[config.mk]
export PLATFORM = sky130hd
export DESIGN_NAME = spi_length_negotiated_exchange_core_flat
export DESIGN_NICKNAME = d
export VERILOG_FILES = /design/src/design/sle_pkg.sv /design/src/design/sle_channels.sv /design/src/design/spi_length_negotiated_exchange_core.sv /design/src/design/sle_ram.sv /design/src/design/sle_front.sv /design/src/design/sle_queue.sv /design/src/design/sle_back.sv /design/src/flat_wrapper.sv
export SDC_FILE = /design/constraint.sdc
export NUM_CORES = 2
export LEC_CHECK = 0
export ABC_AREA = 1
export BUFFER_PORTS_ARGS = -buffer_cell sky130_fd_sc_hd__clkbuf_2
export CAP_MARGIN = 20
export CORE_MARGIN = 2
export CORE_UTILIZATION = 45
export DETAILED_ROUTE_END_ITERATION = 10
export REMOVE_ABC_BUFFERS = 1
export SYNTH_ARGS = -nofsm -noshare
export SYNTH_HDL_FRONTEND = slang
export SYNTH_HIERARCHICAL = 1
export SYNTH_SLANG_ARGS = --single-unit
[constraint.sdc]
create_clock -name clock -period 13.8 [get_ports clock]
set_clock_uncertainty 0.1 [all_clocks]
set_input_delay 2.07 -clock clock [delete_from_list [all_inputs] [get_ports clock]]
set_output_delay 2.07 -clock clock [all_outputs]
set_load 0.02 [all_outputs]
[src/design/sle_pkg.sv]
// Package for the length-negotiated SPI exchange controller
// Holds sizes, codes and the structs passed between front, queue and back.
// No dependencies.
`default_nettype none

package sle_pkg;

   // transmit store
   localparam int STORE_DEPTH = 256;
   localparam int STORE_AW    = $clog2(STORE_DEPTH);

   // queue between front and back
   localparam int QUEUE_DEPTH = 4;
   localparam int QUEUE_AW    = $clog2(QUEUE_DEPTH);
   localparam int QUEUE_CW    = $clog2(QUEUE_DEPTH + 1);

   // configuration port
   localparam int CSR_IW = 1;
   localparam int CSR_DW = 16;
   localparam logic [CSR_IW-1:0] CSR_DUMMY_BYTE = 1'd0;
   localparam logic [CSR_IW-1:0] CSR_WAIT_LIMIT = 1'd1;

   localparam logic [7:0]  DUMMY_RESET      = 8'hFF;
   localparam logic [15:0] WAIT_LIMIT_RESET = 16'd2000;
   localparam logic [15:0] WAIT_MAX         = 16'hFFFF;

   typedef enum logic [1:0] {
      OP_LOAD  = 2'd0,
      OP_START = 2'd1,
      OP_XFER  = 2'd2,
      OP_TICK  = 2'd3
   } op_type;

   typedef enum logic [1:0] {
      PHASE_IDLE   = 2'd0,
      PHASE_LENGTH = 2'd1,
      PHASE_DATA   = 2'd2
   } phase_type;

   typedef enum logic [1:0] {
      STATUS_OK      = 2'd0,
      STATUS_REJECT  = 2'd1,
      STATUS_TIMEOUT = 2'd2
   } status_type;

   // classified event: arg is tx_byte, local_length or rx_byte by op
   typedef struct packed {
      op_type     op;
      logic [7:0] index;
      logic [7:0] arg;
   } entry_type;

   // result waiting at the output, before the store byte is merged in
   typedef struct packed {
      logic       send_valid;
      logic       send_from_store;
      logic [7:0] send_byte;
      logic       recv_valid;
      logic [7:0] recv_index;
      logic [7:0] recv_byte;
      logic       done;
      status_type status;
      logic       busy;
   } result_type;

endpackage

`default_nettype wire

[src/design/sle_channels.sv]
// Request and response channel interfaces of the SPI exchange controller
// Valid/ready handshake with the event or result fields as payload.
// Depends on nothing.
`default_nettype none

interface sle_req_if ();
   logic       valid;
   logic       ready;
   logic [1:0] action;
   logic [7:0] tx_index;
   logic [7:0] tx_byte;
   logic [7:0] local_length;
   logic [7:0] rx_byte;

   modport source (output valid, action, tx_index, tx_byte, local_length, rx_byte,
                   input ready);
   modport sink (input valid, action, tx_index, tx_byte, local_length, rx_byte,
                 output ready);
endinterface

interface sle_rsp_if ();
   logic       valid;
   logic       ready;
   logic       send_valid;
   logic [7:0] send_byte;
   logic       recv_valid;
   logic [7:0] recv_index;
   logic [7:0] recv_byte;
   logic       done_res;
   logic [1:0] status;
   logic       busy_res;

   modport source (output valid, send_valid, send_byte, recv_valid, recv_index,
                   recv_byte, done_res, status, busy_res,
                   input ready);
   modport sink (input valid, send_valid, send_byte, recv_valid, recv_index,
                 recv_byte, done_res, status, busy_res,
                 output ready);
endinterface

`default_nettype wire

[src/design/spi_length_negotiated_exchange_core.sv]
// Length-negotiated SPI exchange controller, top level
// rsp valid rises once the event has passed through the queue and then the output register.
// Throughput: one event per cycle while the output register is empty or being taken, set by the exchange state update.
// Reset: synchronous; clears the queue, the exchange state and the store valid
// bits at once, so the store reads as zero with no clearing pass.
// Depends on sle_pkg, sle_channels, sle_front, sle_queue and sle_back.
`default_nettype none

module spi_length_negotiated_exchange_core
   import sle_pkg::*;
(
   input  wire logic              clock,
   input  wire logic              reset,
   sle_req_if.sink                req_ch,
   sle_rsp_if.source              rsp_ch,
   input  wire logic              csr_write,
   input  wire logic [CSR_IW-1:0] csr_index,
   input  wire logic [CSR_DW-1:0] csr_data
);

   logic      push;
   entry_type push_entry;
   logic      queue_full;
   logic      pop;
   entry_type pop_entry;
   logic      not_empty;

   // classify incoming events
   sle_front u_front (
      .req        (req_ch),
      .queue_full (queue_full),
      .push       (push),
      .push_entry (push_entry)
   );

   // decouple front and back
   sle_queue u_queue (
      .clock      (clock),
      .reset      (reset),
      .push       (push),
      .push_entry (push_entry),
      .full       (queue_full),
      .pop        (pop),
      .pop_entry  (pop_entry),
      .not_empty  (not_empty)
   );

   // run the exchange
   sle_back u_back (
      .clock       (clock),
      .reset       (reset),
      .entry_valid (not_empty),
      .entry       (pop_entry),
      .pop         (pop),
      .csr_write   (csr_write),
      .csr_index   (csr_index),
      .csr_data    (csr_data),
      .rsp         (rsp_ch)
   );

endmodule

`default_nettype wire

[src/design/sle_ram.sv]
// Generic single-write, single-read RAM with registered read data
// Used for the transmit store. No dependencies.
`default_nettype none

module sle_ram #(
   parameter int WIDTH = 8,
   parameter int DEPTH = 256
) (
   input  wire logic                     clock,
   input  wire logic                     wr_en,
   input  wire logic [$clog2(DEPTH)-1:0] wr_addr,
   input  wire logic [WIDTH-1:0]         wr_data,
   input  wire logic                     rd_en,
   input  wire logic [$clog2(DEPTH)-1:0] rd_addr,
   output logic      [WIDTH-1:0]         rd_data
);

   logic [WIDTH-1:0] mem_ff [DEPTH];
   logic [WIDTH-1:0] rd_data_ff;

   // write port
   always_ff @(posedge clock) begin
      if (wr_en) begin
         mem_ff[wr_addr] <= wr_data;
      end
   end

   // registered read port
   always_ff @(posedge clock) begin
      if (rd_en) begin
         rd_data_ff <= mem_ff[rd_addr];
      end
   end

   assign rd_data = rd_data_ff;

endmodule

`default_nettype wire

[src/design/sle_front.sv]
// Front end: takes request transfers and classifies them into queue entries
// Depends on sle_pkg and sle_channels.
`default_nettype none

module sle_front
   import sle_pkg::*;
(
   sle_req_if.sink         req,
   input  wire logic       queue_full,
   output logic            push,
   output entry_type       push_entry
);

   // accept whenever the queue has room
   assign req.ready = !queue_full;
   assign push      = req.valid && !queue_full;

   // keep only the operand that the action uses
   always_comb begin
      push_entry.op    = op_type'(req.action);
      push_entry.index = req.tx_index;
      case (op_type'(req.action))
         OP_LOAD:  push_entry.arg = req.tx_byte;
         OP_START: push_entry.arg = req.local_length;
         OP_XFER:  push_entry.arg = req.rx_byte;
         default:  push_entry.arg = 8'd0;
      endcase
   end

endmodule

`default_nettype wire

[src/design/sle_queue.sv]
// Short FIFO of classified events between front and back
// Depends on sle_pkg.
`default_nettype none

module sle_queue
   import sle_pkg::*;
(
   input  wire logic      clock,
   input  wire logic      reset,
   input  wire logic      push,
   input  wire entry_type push_entry,
   output logic           full,
   input  wire logic      pop,
   output entry_type      pop_entry,
   output logic           not_empty
);

   entry_type               slots_ff [QUEUE_DEPTH];
   logic [QUEUE_AW-1:0]     wr_ptr_ff;
   logic [QUEUE_AW-1:0]     wr_ptr_in;
   logic [QUEUE_AW-1:0]     rd_ptr_ff;
   logic [QUEUE_AW-1:0]     rd_ptr_in;
   logic [QUEUE_CW-1:0]     count_ff;
   logic [QUEUE_CW-1:0]     count_in;
   logic                    do_pop;

   assign full      = (count_ff == QUEUE_CW'(QUEUE_DEPTH));
   assign not_empty = (count_ff != '0);
   assign do_pop    = pop && not_empty;
   assign pop_entry = slots_ff[rd_ptr_ff];

   // pointer and count updates
   always_comb begin
      wr_ptr_in = wr_ptr_ff;
      rd_ptr_in = rd_ptr_ff;
      count_in  = count_ff;
      if (push) begin
         wr_ptr_in = (wr_ptr_ff == QUEUE_AW'(QUEUE_DEPTH - 1)) ? '0 : wr_ptr_ff + 1'b1;
      end
      if (do_pop) begin
         rd_ptr_in = (rd_ptr_ff == QUEUE_AW'(QUEUE_DEPTH - 1)) ? '0 : rd_ptr_ff + 1'b1;
      end
      if (push && !do_pop) begin
         count_in = count_ff + 1'b1;
      end else if (!push && do_pop) begin
         count_in = count_ff - 1'b1;
      end
   end

   always_ff @(posedge clock) begin
      if (reset) begin
         wr_ptr_ff <= '0;
         rd_ptr_ff <= '0;
         count_ff  <= '0;
      end else begin
         wr_ptr_ff <= wr_ptr_in;
         rd_ptr_ff <= rd_ptr_in;
         count_ff  <= count_in;
      end
   end

   // entry storage
   always_ff @(posedge clock) begin
      if (push) begin
         slots_ff[wr_ptr_ff] <= push_entry;
      end
   end

endmodule

`default_nettype wire

[src/design/sle_back.sv]
// Back end: exchange state machine, transmit store and output register
// Depends on sle_pkg, sle_channels and sle_ram.
`default_nettype none

module sle_back
   import sle_pkg::*;
(
   input  wire logic              clock,
   input  wire logic              reset,
   input  wire logic              entry_valid,
   input  wire entry_type         entry,
   output logic                   pop,
   input  wire logic              csr_write,
   input  wire logic [CSR_IW-1:0] csr_index,
   input  wire logic [CSR_DW-1:0] csr_data,
   sle_rsp_if.source              rsp
);

   phase_type            phase_ff, phase_in;
   logic [7:0]           byte_count_ff, byte_count_in;
   logic [7:0]           exch_length_ff, exch_length_in;
   logic [7:0]           own_length_ff, own_length_in;
   logic [15:0]          wait_count_ff, wait_count_in;
   logic [7:0]           dummy_byte_ff;
   logic [15:0]          wait_limit_ff;
   logic [STORE_DEPTH-1:0] store_valid_ff;
   logic                 hit_ff, hit_in;
   logic                 res_valid_ff;
   result_type           res_ff, res_in;

   logic                 fire;
   logic                 busy;
   logic                 in_length;
   logic                 in_data;
   logic [7:0]           length_max;
   logic [7:0]           eff_length;
   logic [7:0]           eff_count;
   logic                 more;
   logic [15:0]          wait_inc;
   logic                 tick_live;
   logic                 timeout;
   logic                 load_hit;
   logic [STORE_AW-1:0]  rd_addr;
   logic [7:0]           rd_data;

   // one event per cycle while the output register can take its result
   assign fire = entry_valid && (!res_valid_ff || rsp.ready);
   assign pop  = fire;

   // shared decisions
   assign in_length  = (phase_ff == PHASE_LENGTH);
   assign in_data    = (phase_ff == PHASE_DATA);
   assign busy       = in_length || in_data;
   assign length_max = (entry.arg > own_length_ff) ? entry.arg : own_length_ff;
   assign eff_length = in_length ? length_max : exch_length_ff;
   assign eff_count  = in_length ? 8'd0 : byte_count_ff;
   assign more       = (eff_count < eff_length);
   assign wait_inc   = (wait_count_ff == WAIT_MAX) ? wait_count_ff : wait_count_ff + 16'd1;
   assign tick_live  = busy && (wait_limit_ff != 16'd0);
   assign timeout    = (wait_inc >= wait_limit_ff);

   // next state
   always_comb begin
      phase_in       = phase_ff;
      byte_count_in  = byte_count_ff;
      exch_length_in = exch_length_ff;
      own_length_in  = own_length_ff;
      wait_count_in  = wait_count_ff;
      case (entry.op)
         OP_START: begin
            if (!busy) begin
               own_length_in  = entry.arg;
               byte_count_in  = 8'd0;
               exch_length_in = 8'd0;
               wait_count_in  = 16'd0;
               phase_in       = PHASE_LENGTH;
            end
         end
         OP_XFER: begin
            if (busy) begin
               exch_length_in = eff_length;
               wait_count_in  = 16'd0;
               if (more) begin
                  byte_count_in = eff_count + 8'd1;
                  phase_in      = PHASE_DATA;
               end else begin
                  byte_count_in = 8'd0;
                  phase_in      = PHASE_IDLE;
               end
            end
         end
         OP_TICK: begin
            if (tick_live) begin
               if (timeout) begin
                  phase_in      = PHASE_IDLE;
                  byte_count_in = 8'd0;
                  wait_count_in = 16'd0;
               end else begin
                  wait_count_in = wait_inc;
               end
            end
         end
         default: begin
         end
      endcase
   end

   // result fields
   always_comb begin
      res_in        = '0;
      res_in.status = STATUS_OK;
      case (entry.op)
         OP_START: begin
            if (busy) begin
               res_in.status = STATUS_REJECT;
            end else begin
               res_in.send_valid = 1'b1;
               res_in.send_byte  = entry.arg;
            end
         end
         OP_XFER: begin
            if (in_data) begin
               res_in.recv_valid = 1'b1;
               res_in.recv_index = byte_count_ff - 8'd1;
               res_in.recv_byte  = entry.arg;
            end
            if (busy) begin
               if (more) begin
                  res_in.send_valid      = 1'b1;
                  res_in.send_from_store = 1'b1;
               end else begin
                  res_in.done = 1'b1;
               end
            end
         end
         OP_TICK: begin
            if (tick_live && timeout) begin
               res_in.status = STATUS_TIMEOUT;
            end
         end
         default: begin
         end
      endcase
      res_in.busy = (phase_in != PHASE_IDLE);
   end

   // exchange state
   always_ff @(posedge clock) begin
      if (reset) begin
         phase_ff       <= PHASE_IDLE;
         byte_count_ff  <= 8'd0;
         exch_length_ff <= 8'd0;
         own_length_ff  <= 8'd0;
         wait_count_ff  <= 16'd0;
      end else if (fire) begin
         phase_ff       <= phase_in;
         byte_count_ff  <= byte_count_in;
         exch_length_ff <= exch_length_in;
         own_length_ff  <= own_length_in;
         wait_count_ff  <= wait_count_in;
      end
   end

   // configuration registers
   always_ff @(posedge clock) begin
      if (reset) begin
         dummy_byte_ff <= DUMMY_RESET;
         wait_limit_ff <= WAIT_LIMIT_RESET;
      end else if (csr_write) begin
         case (csr_index)
            CSR_DUMMY_BYTE: dummy_byte_ff <= csr_data[7:0];
            CSR_WAIT_LIMIT: wait_limit_ff <= csr_data[15:0];
            default: begin
            end
         endcase
      end
   end

   // transmit store: entries never loaded read as zero
   assign load_hit = fire && (entry.op == OP_LOAD)
                     && ({1'b0, entry.index} < 9'(STORE_DEPTH));
   assign rd_addr  = eff_count[STORE_AW-1:0];
   assign hit_in   = ({1'b0, eff_count} < 9'(STORE_DEPTH)) && store_valid_ff[rd_addr];

   always_ff @(posedge clock) begin
      if (reset) begin
         store_valid_ff <= '0;
      end else if (load_hit) begin
         store_valid_ff[entry.index[STORE_AW-1:0]] <= 1'b1;
      end
   end

   sle_ram #(
      .WIDTH (8),
      .DEPTH (STORE_DEPTH)
   ) u_store (
      .clock   (clock),
      .wr_en   (load_hit),
      .wr_addr (entry.index[STORE_AW-1:0]),
      .wr_data (entry.arg),
      .rd_en   (fire),
      .rd_addr (rd_addr),
      .rd_data (rd_data)
   );

   // output register
   always_ff @(posedge clock) begin
      if (reset) begin
         res_valid_ff <= 1'b0;
      end else if (fire) begin
         res_valid_ff <= 1'b1;
      end else if (rsp.ready) begin
         res_valid_ff <= 1'b0;
      end
   end

   always_ff @(posedge clock) begin
      if (fire) begin
         res_ff <= res_in;
         hit_ff <= hit_in;
      end
   end

   // merge the store byte, dummy in place of zero
   assign rsp.valid      = res_valid_ff;
   assign rsp.send_valid = res_ff.send_valid;
   assign rsp.send_byte  = !res_ff.send_from_store ? res_ff.send_byte :
                           (hit_ff && (rd_data != 8'd0)) ? rd_data : dummy_byte_ff;
   assign rsp.recv_valid = res_ff.recv_valid;
   assign rsp.recv_index = res_ff.recv_index;
   assign rsp.recv_byte  = res_ff.recv_byte;
   assign rsp.done_res   = res_ff.done;
   assign rsp.status     = res_ff.status;
   assign rsp.busy_res   = res_ff.busy;

endmodule

`default_nettype wire
[src/flat_wrapper.sv]
// flat-port wrapper written by rule: the top's interface ports become plain ports
module spi_length_negotiated_exchange_core_flat import sle_pkg::*;
  (clock, reset, csr_write, csr_index, csr_data, req_ch_valid, req_ch_action, req_ch_tx_index, req_ch_tx_byte, req_ch_local_length, req_ch_rx_byte, req_ch_ready, rsp_ch_valid, rsp_ch_send_valid, rsp_ch_send_byte, rsp_ch_recv_valid, rsp_ch_recv_index, rsp_ch_recv_byte, rsp_ch_done_res, rsp_ch_status, rsp_ch_busy_res, rsp_ch_ready);
  sle_req_if req_ch_i ();
  sle_rsp_if rsp_ch_i ();
  input  wire logic clock;
  input  wire logic reset;
  input  wire logic csr_write;
  input  wire logic [CSR_IW-1:0] csr_index;
  input  wire logic [CSR_DW-1:0] csr_data;
  input wire logic [$bits(req_ch_i.valid)-1:0] req_ch_valid;
  input wire logic [$bits(req_ch_i.action)-1:0] req_ch_action;
  input wire logic [$bits(req_ch_i.tx_index)-1:0] req_ch_tx_index;
  input wire logic [$bits(req_ch_i.tx_byte)-1:0] req_ch_tx_byte;
  input wire logic [$bits(req_ch_i.local_length)-1:0] req_ch_local_length;
  input wire logic [$bits(req_ch_i.rx_byte)-1:0] req_ch_rx_byte;
  output wire logic [$bits(req_ch_i.ready)-1:0] req_ch_ready;
  output wire logic [$bits(rsp_ch_i.valid)-1:0] rsp_ch_valid;
  output wire logic [$bits(rsp_ch_i.send_valid)-1:0] rsp_ch_send_valid;
  output wire logic [$bits(rsp_ch_i.send_byte)-1:0] rsp_ch_send_byte;
  output wire logic [$bits(rsp_ch_i.recv_valid)-1:0] rsp_ch_recv_valid;
  output wire logic [$bits(rsp_ch_i.recv_index)-1:0] rsp_ch_recv_index;
  output wire logic [$bits(rsp_ch_i.recv_byte)-1:0] rsp_ch_recv_byte;
  output wire logic [$bits(rsp_ch_i.done_res)-1:0] rsp_ch_done_res;
  output wire logic [$bits(rsp_ch_i.status)-1:0] rsp_ch_status;
  output wire logic [$bits(rsp_ch_i.busy_res)-1:0] rsp_ch_busy_res;
  input wire logic [$bits(rsp_ch_i.ready)-1:0] rsp_ch_ready;
  assign req_ch_i.valid = req_ch_valid;
  assign req_ch_i.action = req_ch_action;
  assign req_ch_i.tx_index = req_ch_tx_index;
  assign req_ch_i.tx_byte = req_ch_tx_byte;
  assign req_ch_i.local_length = req_ch_local_length;
  assign req_ch_i.rx_byte = req_ch_rx_byte;
  assign req_ch_ready = req_ch_i.ready;
  assign rsp_ch_valid = rsp_ch_i.valid;
  assign rsp_ch_send_valid = rsp_ch_i.send_valid;
  assign rsp_ch_send_byte = rsp_ch_i.send_byte;
  assign rsp_ch_recv_valid = rsp_ch_i.recv_valid;
  assign rsp_ch_recv_index = rsp_ch_i.recv_index;
  assign rsp_ch_recv_byte = rsp_ch_i.recv_byte;
  assign rsp_ch_done_res = rsp_ch_i.done_res;
  assign rsp_ch_status = rsp_ch_i.status;
  assign rsp_ch_busy_res = rsp_ch_i.busy_res;
  assign rsp_ch_i.ready = rsp_ch_ready;
  spi_length_negotiated_exchange_core u_core (.clock(clock), .reset(reset), .req_ch(req_ch_i), .rsp_ch(rsp_ch_i), .csr_write(csr_write), .csr_index(csr_index), .csr_data(csr_data));
endmodule
==> qor.yml <==
clock_network:
  cts-root-buf: "clkbuf_16"
  tritoncts: "yes"
  postCtsSetupBuffers: 0
  clock_latency_ns: 0.94
  cts_resized: 0
  cts.clk_slew.worst_paths_ns: 0.06
  clkSinkCount: 2492
  cts_max_level: 5
  postCtsHoldBufs: 0
  numCtsBuffers: 274
  clock_path_buffers: 4
yosys:
  ys_ff_latch: 2492
  ys_async_sr_fraction_pct: 0
  synth.cell_area_mm2: 0.103
  syn_inst: 9441
  ys_seq_area_share_pct: 69.2
  yosys_warnings: 6
  synth_ff_type: "edfxtp_1"
  synth_area_per_cell_um2: 10.9
  synth_edf_count: 2160
  ys_types: 51
die:
  core_mm2: 0.228
  die_w_um: 483
  ios: 88
  die-area_mm2: 0.233
  die_h_um: 483
  rows: 175
  start_util_pct: 45.3
sta:
  maxSlewViolCount: 0
  max_clock_freq_mhz: 174
  worstMarginPinSlew_ns: 1.20
  hold_viol: 0
  hold_ws_ns: 0.355
  fin_crit_ns: 5.75
  rsz0062_at_grt: "false"
  slew_headroom_pct: 19.6
  worst_slack_ns: 8.05
  finalCritPeriodShare_pct: 41.7
  setup_violations: 0
global_routing:
  antenna_found_initial: 5
  grt_pass1_vias: 68000
  grt_max_degree: 230
  grt_first_pass_wirelength_um: 434000
  grtUsageTotal_pct: 24.3
  grt_overflow_total: 0
drt:
  antenna_left: 0
  dr_total_vias: 71500
  initialDrtViolationCount: 8514
  drc_errors: 0
  drtPass1Iterations: 6
  wire_per_inst_um: 23.3
  drt_wl_total_um: 291000
  viasPerCell: 5.73
placed_design:
  dp_hpwl_um: 165000
  gp_congestion: 0.854
  post-place-ws_ns: 8.00
  port_buffers: 87
pwr:
  powerDensity_mw_per_mm2: 198
  report.power.total_mw: 22.6
  p_leak_nw: 39.7
  ir_drop_v: 0.000231
setup_path:
  cp.arrival_ns: 6.44
  path_max_fanout: 184
  startpoint_type: "flop"
  crit_path_end_kind: "flop"
  path_class: "reg2reg"
  required_ns: 14.49
layout:
  fill_cells: 20000
  area_delta_synth_final_pct: 10.4
  drive_gt1_share_pct: 6.99
  fin_nets: 9382
job:
  drv_cap: 0
min_path:
  holdCritPathClass: "reg2reg"
outcome:
  status: "finished clean"
## registers in the layout, indices dropped and copies added (netlist names), 9 cells and up, named ones only
register and cells:
u_core/u_back/wait_limit_ff 16, u_core/u_back/res_ff 9, u_core/u_queue/slots_ff 72, u_core/u_back/u_store/mem_ff 2048
u_core/u_back/store_valid_ff 256, u_core/u_back/wait_count_ff 16
## metrics by stage
stage	instances	setup TNS (ns)	area, µm²	utilization (%)
final	12500	0	114000	50.1
after global routing	12500	0	114000	50.1
after CTS	12500	0	114000	50.0
after detailed placement	12000	0	105000	46.3
after global placement	12000	0	105000	46.3
after floorplan	8788	-206.47	99900	-
## kinds of logic after synthesis
logic type / after synthesis / synth area share (%)
simple gates: 5219 / 21.7
flops: 2492 / 69.2
buf+inv: 930 / 4.29
compound gates: 731 / 3.95
fa+ha+maj: 50 / 0.613
xor+xnor: 13 / 0.110
mux: 6 / 0.0582
## power breakdown
group / total (mW) / internal (mW) / switching, mW / leakage (nW)
clock: 7.01 / 4.16 / 2.85 / 4.14
combinational: 5.46 / 0.871 / 4.59 / 13.4
sequential: 10.1 / 10.0 / 0.100 / 22.2
total: 22.6 / 15.0 / 7.54 / 39.7
## final cells by class
class                           count  area [µm²]  share of cell area [%]
Antenna cell                        1        2.50                 0.00220
Tap cell                         3009        3760                    3.30
Clock buffer                      338        7300                    6.40
Sequential cell                  2492       71500                    62.7
Clock inverter                    126        1170                    1.03
Inverter                          277        1090                   0.959
Timing Repair Buffer              212        1620                    1.42
Multi-Input combinational cell   6019       27500                    24.2
## synthesized netlist by cell type (4+ instances only)
library cell / instances / share of area [%]
nand2_1: 2390 / 8.7
edfxtp_1: 2160 / 63
nand3_1: 2139 / 10
nor2_1: 620 / 2.3
a21oi_1: 375 / 1.8
dfxtp_1: 332 / 6.4
buf_2: 309 / 1.5
inv_1: 260 / 0.95
clkbuf_1: 192 / 0.70
o21ai_0: 185 / 0.90
buf_4: 79 / 0.57
o211ai_1: 71 / 0.52
ha_1: 49 / 0.59
buf_1: 44 / 0.16
buf_6: 25 / 0.27
nor3_1: 24 / 0.12
o21ai_1: 22 / 0.11
a31oi_1: 18 / 0.11
nor2_2: 15 / 0.091
o21ai_2: 12 / 0.10
o22ai_1: 12 / 0.073
a211oi_1: 11 / 0.080
inv_2: 9 / 0.033
xor2_1: 9 / 0.076
nor4_1: 8 / 0.048
o22ai_2: 8 / 0.097
a2bb2oi_1: 6 / 0.051
mux2i_1: 6 / 0.058
or2_2: 6 / 0.036
nand4_1: 5 / 0.030
clkinv_1: 4 / 0.015
xnor2_1: 4 / 0.034
## path summary, 6_finish.rpt
path / from / endpoint / slack, ns / depth (start not counted)
worst min register to register: u_core/u_back/store_valid_ff[210]$_SDFFE_PP0P_ / u_core/u_back/store_valid_ff[210]$_SDFFE_PP0P_ / 0.36 / 2
worst max-delay path: u_core/u_back/phase_ff[1]$_SDFFE_PP0P_ / u_core/u_back/u_store/rd_data[4]$_DFFE_PP_ / 8.05 / 16
worst min-delay path: u_core/u_back/store_valid_ff[210]$_SDFFE_PP0P_ / u_core/u_back/store_valid_ff[210]$_SDFFE_PP0P_ / 0.36 / 2
worst max register to register: u_core/u_back/phase_ff[1]$_SDFFE_PP0P_ / u_core/u_back/u_store/rd_data[4]$_DFFE_PP_ / 8.05 / 16
## routing by layer
metal / part of all wire, % / routed length (µm) / global-route usage (%) / up-vias
li1: - / - / - / 32800
met1: 42 / 122000 / 34.3 / 35100
met2: 47 / 135000 / 38.6 / 3169
met3: 8.3 / 24100 / 4.00 / 472
met4: 3.1 / 8950 / 7.90 / 0
met5: 0 / 0 / 0 / -
## cell usage in the layout, fill, tap and decap left out, types with 87 or more instances in the layout
master,synthesis,final
a21oi_1,375,375
dfxtp_1,332,332
edfxtp_1,2160,2160
nand3_1,2139,2139
inv_1,260,257
nor2_1,620,616
clkbuf_16,0,281
nand2_1,2390,2386
buf_4,79,103
clkbuf_2,0,87
o21ai_0,185,185
## worst max-delay path, cell delays in order (launching register included)
cell and delay (ns):
dfxtp_1 0.42, inv_1 0.11, ha_1 0.26, nor2_4 0.71, buf_12 0.52, buf_12 0.71
buf_4 0.79, nand2_1 0.10, nand3_1 0.12, nand3_1 0.11, nand3_1 0.21, nand3_1 0.13
nand3_1 0.21, nand3_1 0.23, nand2_1 0.16, nand2_1 0.14, nand2_1 0.12
Power figures use the tool's default switching activity.
